--- src/design/two_stage_boxcar_ratio_force_assert.svh ---
// Assertion macros shared by the boxcar ratio force design files.
`ifndef TWO_STAGE_BOXCAR_RATIO_FORCE_ASSERT_SVH
`define TWO_STAGE_BOXCAR_RATIO_FORCE_ASSERT_SVH

// Same-cycle implication, checked on clk_i, masked while rst_ni is low.
`define TSBRF_ASSERT_IMP(lbl, ante, cons) \
  lbl: assert property (@(posedge clk_i) disable iff (!rst_ni) (ante) |-> (cons)) \
    else $error("tsbrf: implication check failed");

// Next-cycle implication, checked on clk_i, masked while rst_ni is low.
`define TSBRF_ASSERT_NXT(lbl, ante, cons) \
  lbl: assert property (@(posedge clk_i) disable iff (!rst_ni) (ante) |=> (cons)) \
    else $error("tsbrf: next-cycle check failed");

`endif

--- src/design/tsbrf_pkg.sv ---
// Shared types and constants of the boxcar ratio force block.
`timescale 1ns / 1ps
package tsbrf_pkg;

  // Field widths of the record layout
  localparam int SUM_W   = 31;
  localparam int SEQ_W   = 16;
  localparam int TIME_W  = 32;
  localparam int FORCE_W = 32;
  localparam int SCALE_W = 32;
  localparam int MAG_W   = 31;
  localparam int PROD_W  = 62;
  localparam int IN_W    = 80;
  localparam int OUT_W   = 144;

  // Input tdata layout
  localparam int SAMPLE_A_LSB = 0;
  localparam int SAMPLE_B_LSB = 24;
  localparam int ELAPSED_LSB  = 48;

  // Serial unit step counter widths
  localparam int MUL_CW = $clog2(SCALE_W);
  localparam int DIV_CW = $clog2(PROD_W);

  // Configuration register indexes
  localparam int CFG_IDX_W = 2;
  localparam logic [CFG_IDX_W-1:0] CFG_FORCE_SCALE = 2'd0;
  localparam logic [CFG_IDX_W-1:0] CFG_TARE_OFFSET = 2'd1;
  localparam logic [CFG_IDX_W-1:0] CFG_MIN_DIVISOR = 2'd2;

  // Record kinds
  localparam logic KIND_ADC   = 1'b0;
  localparam logic KIND_FORCE = 1'b1;

  // Snapshot of the decimator after one sample transfer
  typedef struct packed {
    logic             short_done;
    logic             long_done;
    logic [SUM_W-1:0] sa;
    logic [SUM_W-1:0] sb;
    logic [SUM_W-1:0] la;
    logic [SUM_W-1:0] lb;
    logic [SEQ_W-1:0] adc_seq;
    logic [SEQ_W-1:0] frc_seq;
  } tsbrf_event_t;

endpackage

--- src/design/tsbrf_accum.sv ---
// Two cascaded boxcar accumulators with window counters and sequence numbers.
`timescale 1ns / 1ps
module tsbrf_accum import tsbrf_pkg::*; #(
  parameter int SHORT_LEN   = 8,
  parameter int LONG_LEN    = 16,
  parameter int SAMPLE_BITS = 24
) (
  input  logic                   clk_i,
  input  logic                   rst_ni,
  input  logic                   take_i,
  input  logic [SAMPLE_BITS-1:0] sample_a_i,
  input  logic [SAMPLE_BITS-1:0] sample_b_i,
  output tsbrf_event_t           ev_o
);

  localparam int SCW = $clog2(SHORT_LEN);
  localparam int LCW = $clog2(LONG_LEN);

  logic [SUM_W-1:0] ssa_q, ssb_q, lsa_q, lsb_q;
  logic [SUM_W-1:0] ssa_d, ssb_d, lsa_d, lsb_d;
  logic [SUM_W-1:0] a_ext, b_ext;
  logic [SCW-1:0]   scnt_q;
  logic [LCW-1:0]   lcnt_q;
  logic [SEQ_W-1:0] adc_seq_q, frc_seq_q;
  logic             short_end, long_end;
  tsbrf_event_t     ev_q;

  // Sign-extend samples and form both running sums
  always_comb begin
    a_ext     = {{(SUM_W-SAMPLE_BITS){sample_a_i[SAMPLE_BITS-1]}}, sample_a_i};
    b_ext     = {{(SUM_W-SAMPLE_BITS){sample_b_i[SAMPLE_BITS-1]}}, sample_b_i};
    ssa_d     = ssa_q + a_ext;
    ssb_d     = ssb_q + b_ext;
    lsa_d     = lsa_q + ssa_d;
    lsb_d     = lsb_q + ssb_d;
    short_end = (scnt_q == SCW'(SHORT_LEN - 1));
    long_end  = (lcnt_q == LCW'(LONG_LEN - 1));
  end

  // Advance the windows on each sample transfer
  always_ff @(posedge clk_i or negedge rst_ni) begin
    if (!rst_ni) begin
      ssa_q     <= '0;
      ssb_q     <= '0;
      lsa_q     <= '0;
      lsb_q     <= '0;
      scnt_q    <= '0;
      lcnt_q    <= '0;
      adc_seq_q <= '0;
      frc_seq_q <= '0;
      ev_q      <= '0;
    end else if (take_i) begin
      ev_q.short_done <= short_end;
      ev_q.long_done  <= short_end && long_end;
      ev_q.sa         <= ssa_d;
      ev_q.sb         <= ssb_d;
      ev_q.la         <= lsa_d;
      ev_q.lb         <= lsb_d;
      ev_q.adc_seq    <= adc_seq_q;
      ev_q.frc_seq    <= frc_seq_q;
      if (short_end) begin
        ssa_q     <= '0;
        ssb_q     <= '0;
        scnt_q    <= '0;
        adc_seq_q <= adc_seq_q + 1'b1;
        if (long_end) begin
          lsa_q     <= '0;
          lsb_q     <= '0;
          lcnt_q    <= '0;
          frc_seq_q <= frc_seq_q + 1'b1;
        end else begin
          lsa_q  <= lsa_d;
          lsb_q  <= lsb_d;
          lcnt_q <= lcnt_q + 1'b1;
        end
      end else begin
        ssa_q  <= ssa_d;
        ssb_q  <= ssb_d;
        scnt_q <= scnt_q + 1'b1;
      end
    end
  end

  assign ev_o = ev_q;

endmodule

--- src/design/tsbrf_mul.sv ---
// Bit-serial shift-add multiplier, one multiplier bit per cycle.
`timescale 1ns / 1ps
module tsbrf_mul import tsbrf_pkg::*; (
  input  logic              clk_i,
  input  logic              rst_ni,
  input  logic              start_i,
  input  logic [MAG_W-1:0]  mcand_i,
  input  logic [SCALE_W-1:0] mplier_i,
  output logic              done_o,
  output logic [PROD_W-1:0] prod_o
);

  logic [MAG_W+SCALE_W-1:0] p_q, p_d;
  logic [MAG_W-1:0]         mcand_q;
  logic [MAG_W:0]           upper_sum;
  logic [MUL_CW-1:0]        cnt_q;
  logic                     busy_q, done_q;

  // Add the multiplicand into the upper half when the low bit is set, then shift
  always_comb begin
    upper_sum = {1'b0, p_q[MAG_W+SCALE_W-1 -: MAG_W]} +
                (p_q[0] ? {1'b0, mcand_q} : '0);
    p_d       = {upper_sum, p_q[SCALE_W-1:1]};
  end

  always_ff @(posedge clk_i or negedge rst_ni) begin
    if (!rst_ni) begin
      busy_q <= 1'b0;
      done_q <= 1'b0;
      cnt_q  <= '0;
    end else begin
      done_q <= 1'b0;
      if (start_i) begin
        busy_q <= 1'b1;
        cnt_q  <= '0;
      end else if (busy_q) begin
        cnt_q <= cnt_q + 1'b1;
        if (cnt_q == MUL_CW'(SCALE_W - 1)) begin
          busy_q <= 1'b0;
          done_q <= 1'b1;
        end
      end
    end
  end

  // Product and operand shift registers
  always_ff @(posedge clk_i) begin
    if (start_i) begin
      p_q     <= {{MAG_W{1'b0}}, mplier_i};
      mcand_q <= mcand_i;
    end else if (busy_q) begin
      p_q <= p_d;
    end
  end

  assign done_o = done_q;
  assign prod_o = p_q[PROD_W-1:0];

endmodule

--- src/design/tsbrf_div.sv ---
// Bit-serial restoring divider, one quotient bit per cycle.
`timescale 1ns / 1ps
module tsbrf_div import tsbrf_pkg::*; (
  input  logic              clk_i,
  input  logic              rst_ni,
  input  logic              start_i,
  input  logic [PROD_W-1:0] dividend_i,
  input  logic [MAG_W-1:0]  divisor_i,
  output logic              done_o,
  output logic [PROD_W-1:0] quot_o
);

  logic [PROD_W-1:0] dq_q;
  logic [MAG_W-1:0]  rem_q, rem_d, d_q;
  logic [MAG_W:0]    trial, diff;
  logic              ge;
  logic [DIV_CW-1:0] cnt_q;
  logic              busy_q, done_q;

  // Shift in the next dividend bit and subtract the divisor where it fits
  always_comb begin
    trial = {rem_q, dq_q[PROD_W-1]};
    diff  = trial - {1'b0, d_q};
    ge    = (trial >= {1'b0, d_q});
    rem_d = ge ? diff[MAG_W-1:0] : trial[MAG_W-1:0];
  end

  always_ff @(posedge clk_i or negedge rst_ni) begin
    if (!rst_ni) begin
      busy_q <= 1'b0;
      done_q <= 1'b0;
      cnt_q  <= '0;
    end else begin
      done_q <= 1'b0;
      if (start_i) begin
        busy_q <= 1'b1;
        cnt_q  <= '0;
      end else if (busy_q) begin
        cnt_q <= cnt_q + 1'b1;
        if (cnt_q == DIV_CW'(PROD_W - 1)) begin
          busy_q <= 1'b0;
          done_q <= 1'b1;
        end
      end
    end
  end

  // Dividend shifts out the top while quotient bits enter at the bottom
  always_ff @(posedge clk_i) begin
    if (start_i) begin
      dq_q  <= dividend_i;
      rem_q <= '0;
      d_q   <= divisor_i;
    end else if (busy_q) begin
      dq_q  <= {dq_q[PROD_W-2:0], ge};
      rem_q <= rem_d;
    end
  end

  assign done_o = done_q;
  assign quot_o = dq_q;

endmodule

--- src/design/two_stage_boxcar_ratio_force.sv ---
// Top level: sample intake, record sequencing, force ratio and output register.
//
// Channels: samples enter on s_axis (tdata = sample_a, sample_b, elapsed_ms).
// Records leave on m_axis; tuser is the record kind, tlast marks the final
// record caused by one sample. Configuration is a plain write port.
// A sample that closes a short window passes the DECIDE and ADC states,
// and its ADC record is registered onto m_axis. A force record follows
// the serial multiplier, the serial divider and the FIN and FORCE states
// for handoff, sign, tare and saturation; when the divisor check fails it
// follows straight from the ADC state with no ratio computed. A sample
// that closes no window passes only DECIDE, one that closes only the short
// window also ADC, one that closes the long window also the multiplier and
// divider loops; new samples are taken only in IDLE.
// A sample whose window is still open is taken even while a record waits.
// Reset clears all sums, counters and sequence numbers and loads the
// register defaults (scale 1.0, tare 0, minimum divisor 1000).
// When the receiver stalls, the record holds in the output register and the
// block holds before loading the next one; no record is dropped.
`timescale 1ns / 1ps
module two_stage_boxcar_ratio_force import tsbrf_pkg::*; #(
  parameter int SHORT_LEN   = 8,
  parameter int LONG_LEN    = 16,
  parameter int SAMPLE_BITS = 24
) (
  input  logic                 clk_i,
  input  logic                 rst_ni,
  input  logic                 s_axis_tvalid,
  output logic                 s_axis_tready,
  // sample_a[23:0], sample_b[47:24], elapsed_ms[79:48]
  input  logic [IN_W-1:0]      s_axis_tdata,
  output logic                 m_axis_tvalid,
  input  logic                 m_axis_tready,
  // sequence_res[15:0], sum_a[46:16], sum_b[77:47], time_ms[109:78],
  // force_res[141:110], force_valid[142], zero pad[143]
  output logic [OUT_W-1:0]     m_axis_tdata,
  // record_kind[0]
  output logic                 m_axis_tuser,
  output logic                 m_axis_tlast,
  input  logic                 cfg_we_i,
  input  logic [CFG_IDX_W-1:0] cfg_idx_i,
  input  logic [SCALE_W-1:0]   cfg_data_i
);

  `include "two_stage_boxcar_ratio_force_assert.svh"

  typedef enum logic [6:0] {
    ST_IDLE   = 7'b0000001,
    ST_DECIDE = 7'b0000010,
    ST_ADC    = 7'b0000100,
    ST_MUL    = 7'b0001000,
    ST_DIV    = 7'b0010000,
    ST_FIN    = 7'b0100000,
    ST_FORCE  = 7'b1000000
  } state_e;

  state_e state_q, state_d;

  logic [SCALE_W-1:0] scale_q;
  logic [FORCE_W-1:0] tare_q;
  logic [MAG_W-1:0]   min_div_q;

  tsbrf_event_t       ev;
  logic               take;
  logic [TIME_W-1:0]  time_q;

  logic [MAG_W-1:0]   abs_a, abs_b;
  logic               ratio_ok;
  logic               frc_ok_q, neg_q;
  logic [MAG_W-1:0]   divisor_q;

  logic               mul_start, mul_done, div_start, div_done;
  logic [PROD_W-1:0]  prod, quot;

  logic               q_big;
  logic [33:0]        q_clamp;
  logic [34:0]        q_mag, sq_d, sq_q;
  logic signed [35:0] diff;
  logic [FORCE_W-1:0] force_sat;

  logic               out_free, load_adc, load_frc;
  logic               out_valid_q, kind_q, last_q, ovalid_q;
  logic [SEQ_W-1:0]   seq_q;
  logic [SUM_W-1:0]   osa_q, osb_q;
  logic [TIME_W-1:0]  otime_q;
  logic [FORCE_W-1:0] oforce_q;

  assign take          = s_axis_tvalid && s_axis_tready;
  assign s_axis_tready = (state_q == ST_IDLE);
  assign out_free      = !out_valid_q || m_axis_tready;

  // Configuration registers
  always_ff @(posedge clk_i or negedge rst_ni) begin
    if (!rst_ni) begin
      scale_q   <= SCALE_W'(65536);
      tare_q    <= '0;
      min_div_q <= MAG_W'(1000);
    end else if (cfg_we_i) begin
      case (cfg_idx_i)
        CFG_FORCE_SCALE: scale_q   <= cfg_data_i;
        CFG_TARE_OFFSET: tare_q    <= cfg_data_i;
        CFG_MIN_DIVISOR: min_div_q <= cfg_data_i[MAG_W-1:0];
        default: ;
      endcase
    end
  end

  tsbrf_accum #(
    .SHORT_LEN  (SHORT_LEN),
    .LONG_LEN   (LONG_LEN),
    .SAMPLE_BITS(SAMPLE_BITS)
  ) u_accum (
    .clk_i     (clk_i),
    .rst_ni    (rst_ni),
    .take_i    (take),
    .sample_a_i(s_axis_tdata[SAMPLE_A_LSB +: SAMPLE_BITS]),
    .sample_b_i(s_axis_tdata[SAMPLE_B_LSB +: SAMPLE_BITS]),
    .ev_o      (ev)
  );

  // Hold the elapsed time of the sample in work
  always_ff @(posedge clk_i) begin
    if (take) begin
      time_q <= s_axis_tdata[ELAPSED_LSB +: TIME_W];
    end
  end

  // Magnitudes of the long sums and the divisor check
  always_comb begin
    abs_a    = ev.la[SUM_W-1] ? (~ev.la + 1'b1) : ev.la;
    abs_b    = ev.lb[SUM_W-1] ? (~ev.lb + 1'b1) : ev.lb;
    ratio_ok = (abs_b != '0) && (abs_b >= min_div_q);
  end

  // Sequencer
  always_comb begin
    state_d   = state_q;
    load_adc  = 1'b0;
    load_frc  = 1'b0;
    mul_start = 1'b0;
    div_start = 1'b0;
    case (state_q)
      ST_IDLE: begin
        if (take) state_d = ST_DECIDE;
      end
      ST_DECIDE: begin
        state_d = ev.short_done ? ST_ADC : ST_IDLE;
      end
      ST_ADC: begin
        if (out_free) begin
          load_adc = 1'b1;
          if (!ev.long_done) begin
            state_d = ST_IDLE;
          end else if (ratio_ok) begin
            mul_start = 1'b1;
            state_d   = ST_MUL;
          end else begin
            state_d = ST_FORCE;
          end
        end
      end
      ST_MUL: begin
        if (mul_done) begin
          div_start = 1'b1;
          state_d   = ST_DIV;
        end
      end
      ST_DIV: begin
        if (div_done) state_d = ST_FIN;
      end
      ST_FIN: begin
        state_d = ST_FORCE;
      end
      ST_FORCE: begin
        if (out_free) begin
          load_frc = 1'b1;
          state_d  = ST_IDLE;
        end
      end
      default: state_d = ST_IDLE;
    endcase
  end

  always_ff @(posedge clk_i or negedge rst_ni) begin
    if (!rst_ni) begin
      state_q  <= ST_IDLE;
      frc_ok_q <= 1'b0;
    end else begin
      state_q <= state_d;
      if (load_adc) frc_ok_q <= ratio_ok;
    end
  end

  // Capture sign and divisor for the ratio
  always_ff @(posedge clk_i) begin
    if (load_adc) begin
      neg_q     <= ev.la[SUM_W-1] ^ ev.lb[SUM_W-1];
      divisor_q <= abs_b;
    end
  end

  tsbrf_mul u_mul (
    .clk_i   (clk_i),
    .rst_ni  (rst_ni),
    .start_i (mul_start),
    .mcand_i (abs_a),
    .mplier_i(scale_q),
    .done_o  (mul_done),
    .prod_o  (prod)
  );

  tsbrf_div u_div (
    .clk_i     (clk_i),
    .rst_ni    (rst_ni),
    .start_i   (div_start),
    .dividend_i(prod),
    .divisor_i (divisor_q),
    .done_o    (div_done),
    .quot_o    (quot)
  );

  // Clamp the quotient past the saturation range and apply the sign
  always_comb begin
    q_big   = |quot[PROD_W-1:33];
    q_clamp = q_big ? {1'b1, 33'd0} : {1'b0, quot[32:0]};
    q_mag   = {1'b0, q_clamp};
    sq_d    = neg_q ? (~q_mag + 1'b1) : q_mag;
  end

  always_ff @(posedge clk_i) begin
    if (state_q == ST_FIN) sq_q <= sq_d;
  end

  // Subtract tare and saturate to 32 bits
  always_comb begin
    diff = $signed({sq_q[34], sq_q}) - $signed({{4{tare_q[FORCE_W-1]}}, tare_q});
    if (diff[35:31] == 5'b00000 || diff[35:31] == 5'b11111) begin
      force_sat = diff[FORCE_W-1:0];
    end else if (!diff[35]) begin
      force_sat = {1'b0, {(FORCE_W-1){1'b1}}};
    end else begin
      force_sat = {1'b1, {(FORCE_W-1){1'b0}}};
    end
  end

  // Output register
  always_ff @(posedge clk_i or negedge rst_ni) begin
    if (!rst_ni) begin
      out_valid_q <= 1'b0;
    end else if (load_adc || load_frc) begin
      out_valid_q <= 1'b1;
    end else if (m_axis_tready) begin
      out_valid_q <= 1'b0;
    end
  end

  always_ff @(posedge clk_i) begin
    if (load_adc) begin
      kind_q   <= KIND_ADC;
      seq_q    <= ev.adc_seq;
      osa_q    <= ev.sa;
      osb_q    <= ev.sb;
      otime_q  <= '0;
      oforce_q <= '0;
      ovalid_q <= 1'b0;
      last_q   <= !ev.long_done;
    end else if (load_frc) begin
      kind_q   <= KIND_FORCE;
      seq_q    <= ev.frc_seq;
      osa_q    <= ev.la;
      osb_q    <= ev.lb;
      otime_q  <= time_q;
      oforce_q <= frc_ok_q ? force_sat : '0;
      ovalid_q <= frc_ok_q;
      last_q   <= 1'b1;
    end
  end

  assign m_axis_tvalid = out_valid_q;
  assign m_axis_tuser  = kind_q;
  assign m_axis_tlast  = last_q;
  assign m_axis_tdata  = {1'b0, ovalid_q, oforce_q, otime_q, osb_q, osa_q, seq_q};

  // Checks
  `TSBRF_ASSERT_IMP(a_no_overwrite, (load_adc || load_frc) && out_valid_q, m_axis_tready)
  `TSBRF_ASSERT_NXT(a_div_follows_mul, mul_done && state_q == ST_MUL, state_q == ST_DIV)
  `TSBRF_ASSERT_IMP(a_div_done_in_div, div_done, state_q == ST_DIV)
  `TSBRF_ASSERT_IMP(a_invalid_force_zero, m_axis_tvalid && !ovalid_q, oforce_q == '0)
  `TSBRF_ASSERT_IMP(a_adc_fields_zero, m_axis_tvalid && m_axis_tuser == KIND_ADC,
                    otime_q == '0 && !ovalid_q)

endmodule
--- config.mk ---
export PLATFORM = sky130hd
export DESIGN_NAME = two_stage_boxcar_ratio_force
export DESIGN_NICKNAME = d
export VERILOG_FILES = /design/src/design/tsbrf_pkg.sv /design/src/design/tsbrf_accum.sv /design/src/design/tsbrf_mul.sv /design/src/design/tsbrf_div.sv /design/src/design/two_stage_boxcar_ratio_force.sv
export VERILOG_INCLUDE_DIRS = /design/src /design/src/design
export SDC_FILE = /design/constraint.sdc
export NUM_CORES = 2
export LEC_CHECK = 0
export ABC_CLOCK_PERIOD_IN_PS = 14050
export BUFFER_PORTS_ARGS = -buffer_cell sky130_fd_sc_hd__buf_2
export CAP_MARGIN = 20
export CORE_ASPECT_RATIO = 0.75
export CORE_MARGIN = 2
export CORE_UTILIZATION = 60
export CTS_BUF_LIST = sky130_fd_sc_hd__clkbuf_16
export DETAILED_ROUTE_END_ITERATION = 7
export PLACE_DENSITY = 0.9
export SLEW_MARGIN = 5
export SYNTH_ARGS = -nofsm -noshare
export SYNTH_HDL_FRONTEND = slang
export SYNTH_SLANG_ARGS = --single-unit
--- constraint.sdc ---
create_clock -name clk_i -period 14.05 [get_ports clk_i]
set_clock_uncertainty 0.2 [all_clocks]
set_input_delay 2.81 -clock clk_i [delete_from_list [all_inputs] [get_ports clk_i]]
set_output_delay 2.81 -clock clk_i [all_outputs]
set_load 0.02 [all_outputs]
==> impl_metrics.toml <==
[status]
status = "complete, but fails checks"
violations = "DRC"

[cts]
cts_resized = 0
root_buffer = "clkbuf_16"
cts_made_buffers = 86
post_cts_buffers = 0
hold_buffers = 0
tritoncts = "built"
clockBufferDepth = 3
clk_pin_slew_worst_paths_ns = 0.07
htreeDepth = 3
clock-sinks = 902
clock_latency_ns = 0.68

[sta]
fin_tns_setup_ns = 0
max_freq_mhz = 119
period_needed_ns = 8.44
setup_violations = 0
hold_viol = 0
worst_slew_pin_slew_ns = 1.06
max-slew-margin-rel_pct = 28.9
whs_ns = 0.202
report.final.slew_viol_count = 0
finalCritPeriodShare_pct = 60.1
grt_setup_unrepaired = "no"
fin_ws_ns = 5.61

[power_and_ir_drop]
p_seq_share_pct = 35.3
p_sw_share_pct = 40.3
intPower_mw = 6.16
combinationalPowerShare_pct = 42.3
clkPwrFrac_pct = 22.3
p_leak_nw = 23.5
ir_worst_vdd_mv = 0.142
power.density_nw_per_um2 = 195
switching_power_mw = 4.16

[hold_path]
whs_path_depth = 0
holdCritStartpoint = "divisor_q[29]"
min_to = "u_div.d_q[29]"
hold_class = "flop to flop"

[worst_setup_path]
required_ns = 14.40
path_cells = "buf_2 > ha_1 > fa_1 > a211oi_1 > o21a_1 > nor3_1 > o41ai_1 > o21ai_0 > o21ai_0 > a21oi_1 > xnor2_1 > inv_1 > ha_1 > and3_1 > a311o_1 > a41oi_1 > o21ai_0 > a2111oi_0 > nor2_1 > xor2_1 > mux2_2"
r2r_slack_ns = 7.15
start_kind = "primary input"
path_buf_inv = 2
worst_ep_arrival_time_ns = 8.79
r2r_start = "u_accum.ev_o[43]"
crit_top_cell = "o21ai_0"
critPathTopFamily = "compound AO/OA/AOI/OAI gates"
cp_slowest_stage_delay_ns = 0.76
crit_fanout = 5
ff2ff_path_depth = 17
worstSetupPathType = "primary input to flop"
slowest_stage = "o41ai_1"
cp-end-kind = "flop"
reg2reg_to = "u_mul.p_q[31]"

[logic_synthesis]
synthCells = 4877
synth_area_leaders = "dfrtp_1 23%, edfxtp_1 21%, nand2_1 8.7%, ha_1 7.0%, dfxtp_1 5.4%"
synth_nets = 5269
ys_seq_area_share_pct = 49.3
syn_area_sq_um = 47900
synth_top_area_share_pct = 22.6
ys_ff_latch = 902
synth_top_area_cell = "dfrtp_1"
synth_flop_cell = "dfrtp_1"
yosys_warnings = 0
synth_cell_types = 86
synth-edff-count = 334
netlist_top_cells_count = "1,113 x nand2_1, 432 x dfrtp_1, 334 x edfxtp_1"
synthArstFlopShare_pct = 48.8
synth.most_common_cell = "nand2_1"
postSynthAreaPerCell_sq_um = 9.82

[detailed_routing]
viasPerCell = 6.17
routedWlPerCell_microns = 20.2
firstDrtPassIters = 8
drt_iter0_drc = 4213
wirelength_mm = 125
drc = 11
ant_nets = 0
vias = 38126

[floorplanning]
coreArea_sq_um = 78800
ios = 267
num_rows = 89
die_width_microns = 330
die_h_microns = 249
dieArea_sq_um = 82100
start_util_pct = 60.7

[global_route]
grt_pass1_vias = 36730
antenna_found_initial = 4
grt_max_degree = 145
grt_usage_pct = 30.1
grt_overflow_total = 0
grt_pass1_wl_mm = 198

[cells_and_area]
fin_area_sq_um = 52900
final_net_count = 5455
syn2layout_area_growth_pct = 10.4
finalNonFillerCells = 6184
drive_gt1_share_pct = 12.3
fillers = 5684
multi_input_area_sq_um = 22800
register_area_sq_um = 23600

[place]
place_ws_ns = 5.15
gp_congestion = 0.933
hpwl_mm = 86.6
dpl_cell_area_sq_um = 50100
io_buffer_count = 265
placedCellCount = 6019

[run]
maxCapViolations = 0
==> per-layer routing <==
layer	part of all wire, %	global-route usage (%)	vias to the layer above
met1	42	43.2	18327
li1	-	-	17526
met3	9.4	5.35	320
met5	0.020	0	-
met2	45	45.8	1949
met4	3.6	11.3	4
==> final cells by class <==
type / instances / area share [%]
sequential: 902 / 44.7
multi-input combinational: 3581 / 43.1
clock buffer: 89 / 4.21
timing repair buffer: 304 / 3.20
tap: 1046 / 2.47
inverter: 188 / 1.36
clock inverter: 73 / 1.01
antenna: 1 / 0.00473
==> placed cells by master, fill, tap and decap left out, types with 91 or more instances in the layout <==
cell | netlist | final
nor2_1 | 223 | 218
buf_2 | 5 | 264
a21o_1 | 114 | 114
edfxtp_1 | 334 | 334
a21oi_1 | 296 | 296
o21ai_0 | 244 | 244
dfxtp_1 | 128 | 128
inv_1 | 184 | 206
mux2_2 | 125 | 125
dfrtp_1 | 432 | 430
ha_1 | 266 | 266
nand2_1 | 1113 | 1109
a22o_1 | 91 | 91
xnor2_1 | 209 | 209
==> worst max path at each step <==
stage	start	end	slack (ns)	cells after the start
finish	s_axis_tdata[24]	u_accum.ev_o[59]	5.61	21
global route	s_axis_tdata[24]	u_accum.ev_o[61]	5.25	21
CTS	s_axis_tdata[24]	u_accum.ev_o[59]	5.78	21
detailed placement	s_axis_tdata[24]	u_accum.ev_o[59]	5.15	21
global placement	s_axis_tdata[24]	u_accum.ev_o[59]	5.28	21
floorplan	s_axis_tdata[24]	u_accum.ev_o[59]	6.21	20
==> metrics by stage <==
| step | power (mW) | util (%) |
|---|---|---|
| detailed placement | 7.88 | 63.5 |
| global route | 10.9 | 67.1 |
| finish | 10.3 | 67.1 |
| CTS | 10.2 | 67.0 |
| floorplan | 6.69 | - |
| global placement | 7.69 | 63.5 |
==> flip-flops by register name, indices dropped and copies added, names as in the netlist, 32 cells and up <==
name          flops
u_accum.ev_o    158
u_mul.p_q        63
u_div.quot_o     62
sq_q             35
oforce_q         32
otime_q          32
scale_q          32
tare_q           32
time_q           32
==> logic make-up after synthesis <==
kind of cell / Yosys count / share of synthesized area (%)
DFF: 902 / 49.3
other: 1 / 0.00783
xor gates and xnor gates: 298 / 5.45
buffers and inverters: 394 / 3.21
muxes: 189 / 4.57
and+or+nand+nor: 1766 / 16.0
AOI/OAI and AO/OA: 1054 / 14.2
adders and majority gates: 273 / 7.24
==> power groups by stage <==
stage / combinational (mW) / sequential, mW / clock [mW]
5_1_grt: 4.80 / 3.69 / 2.42
4_1_cts: 4.26 / 3.63 / 2.32
3_5_place_dp: 4.21 / 3.67 / 0
2_1_floorplan: 3.20 / 3.49 / 0
6_report: 4.37 / 3.65 / 2.30
3_3_place_gp: 4.05 / 3.65 / 0
(Power assumes the default switching activity.)
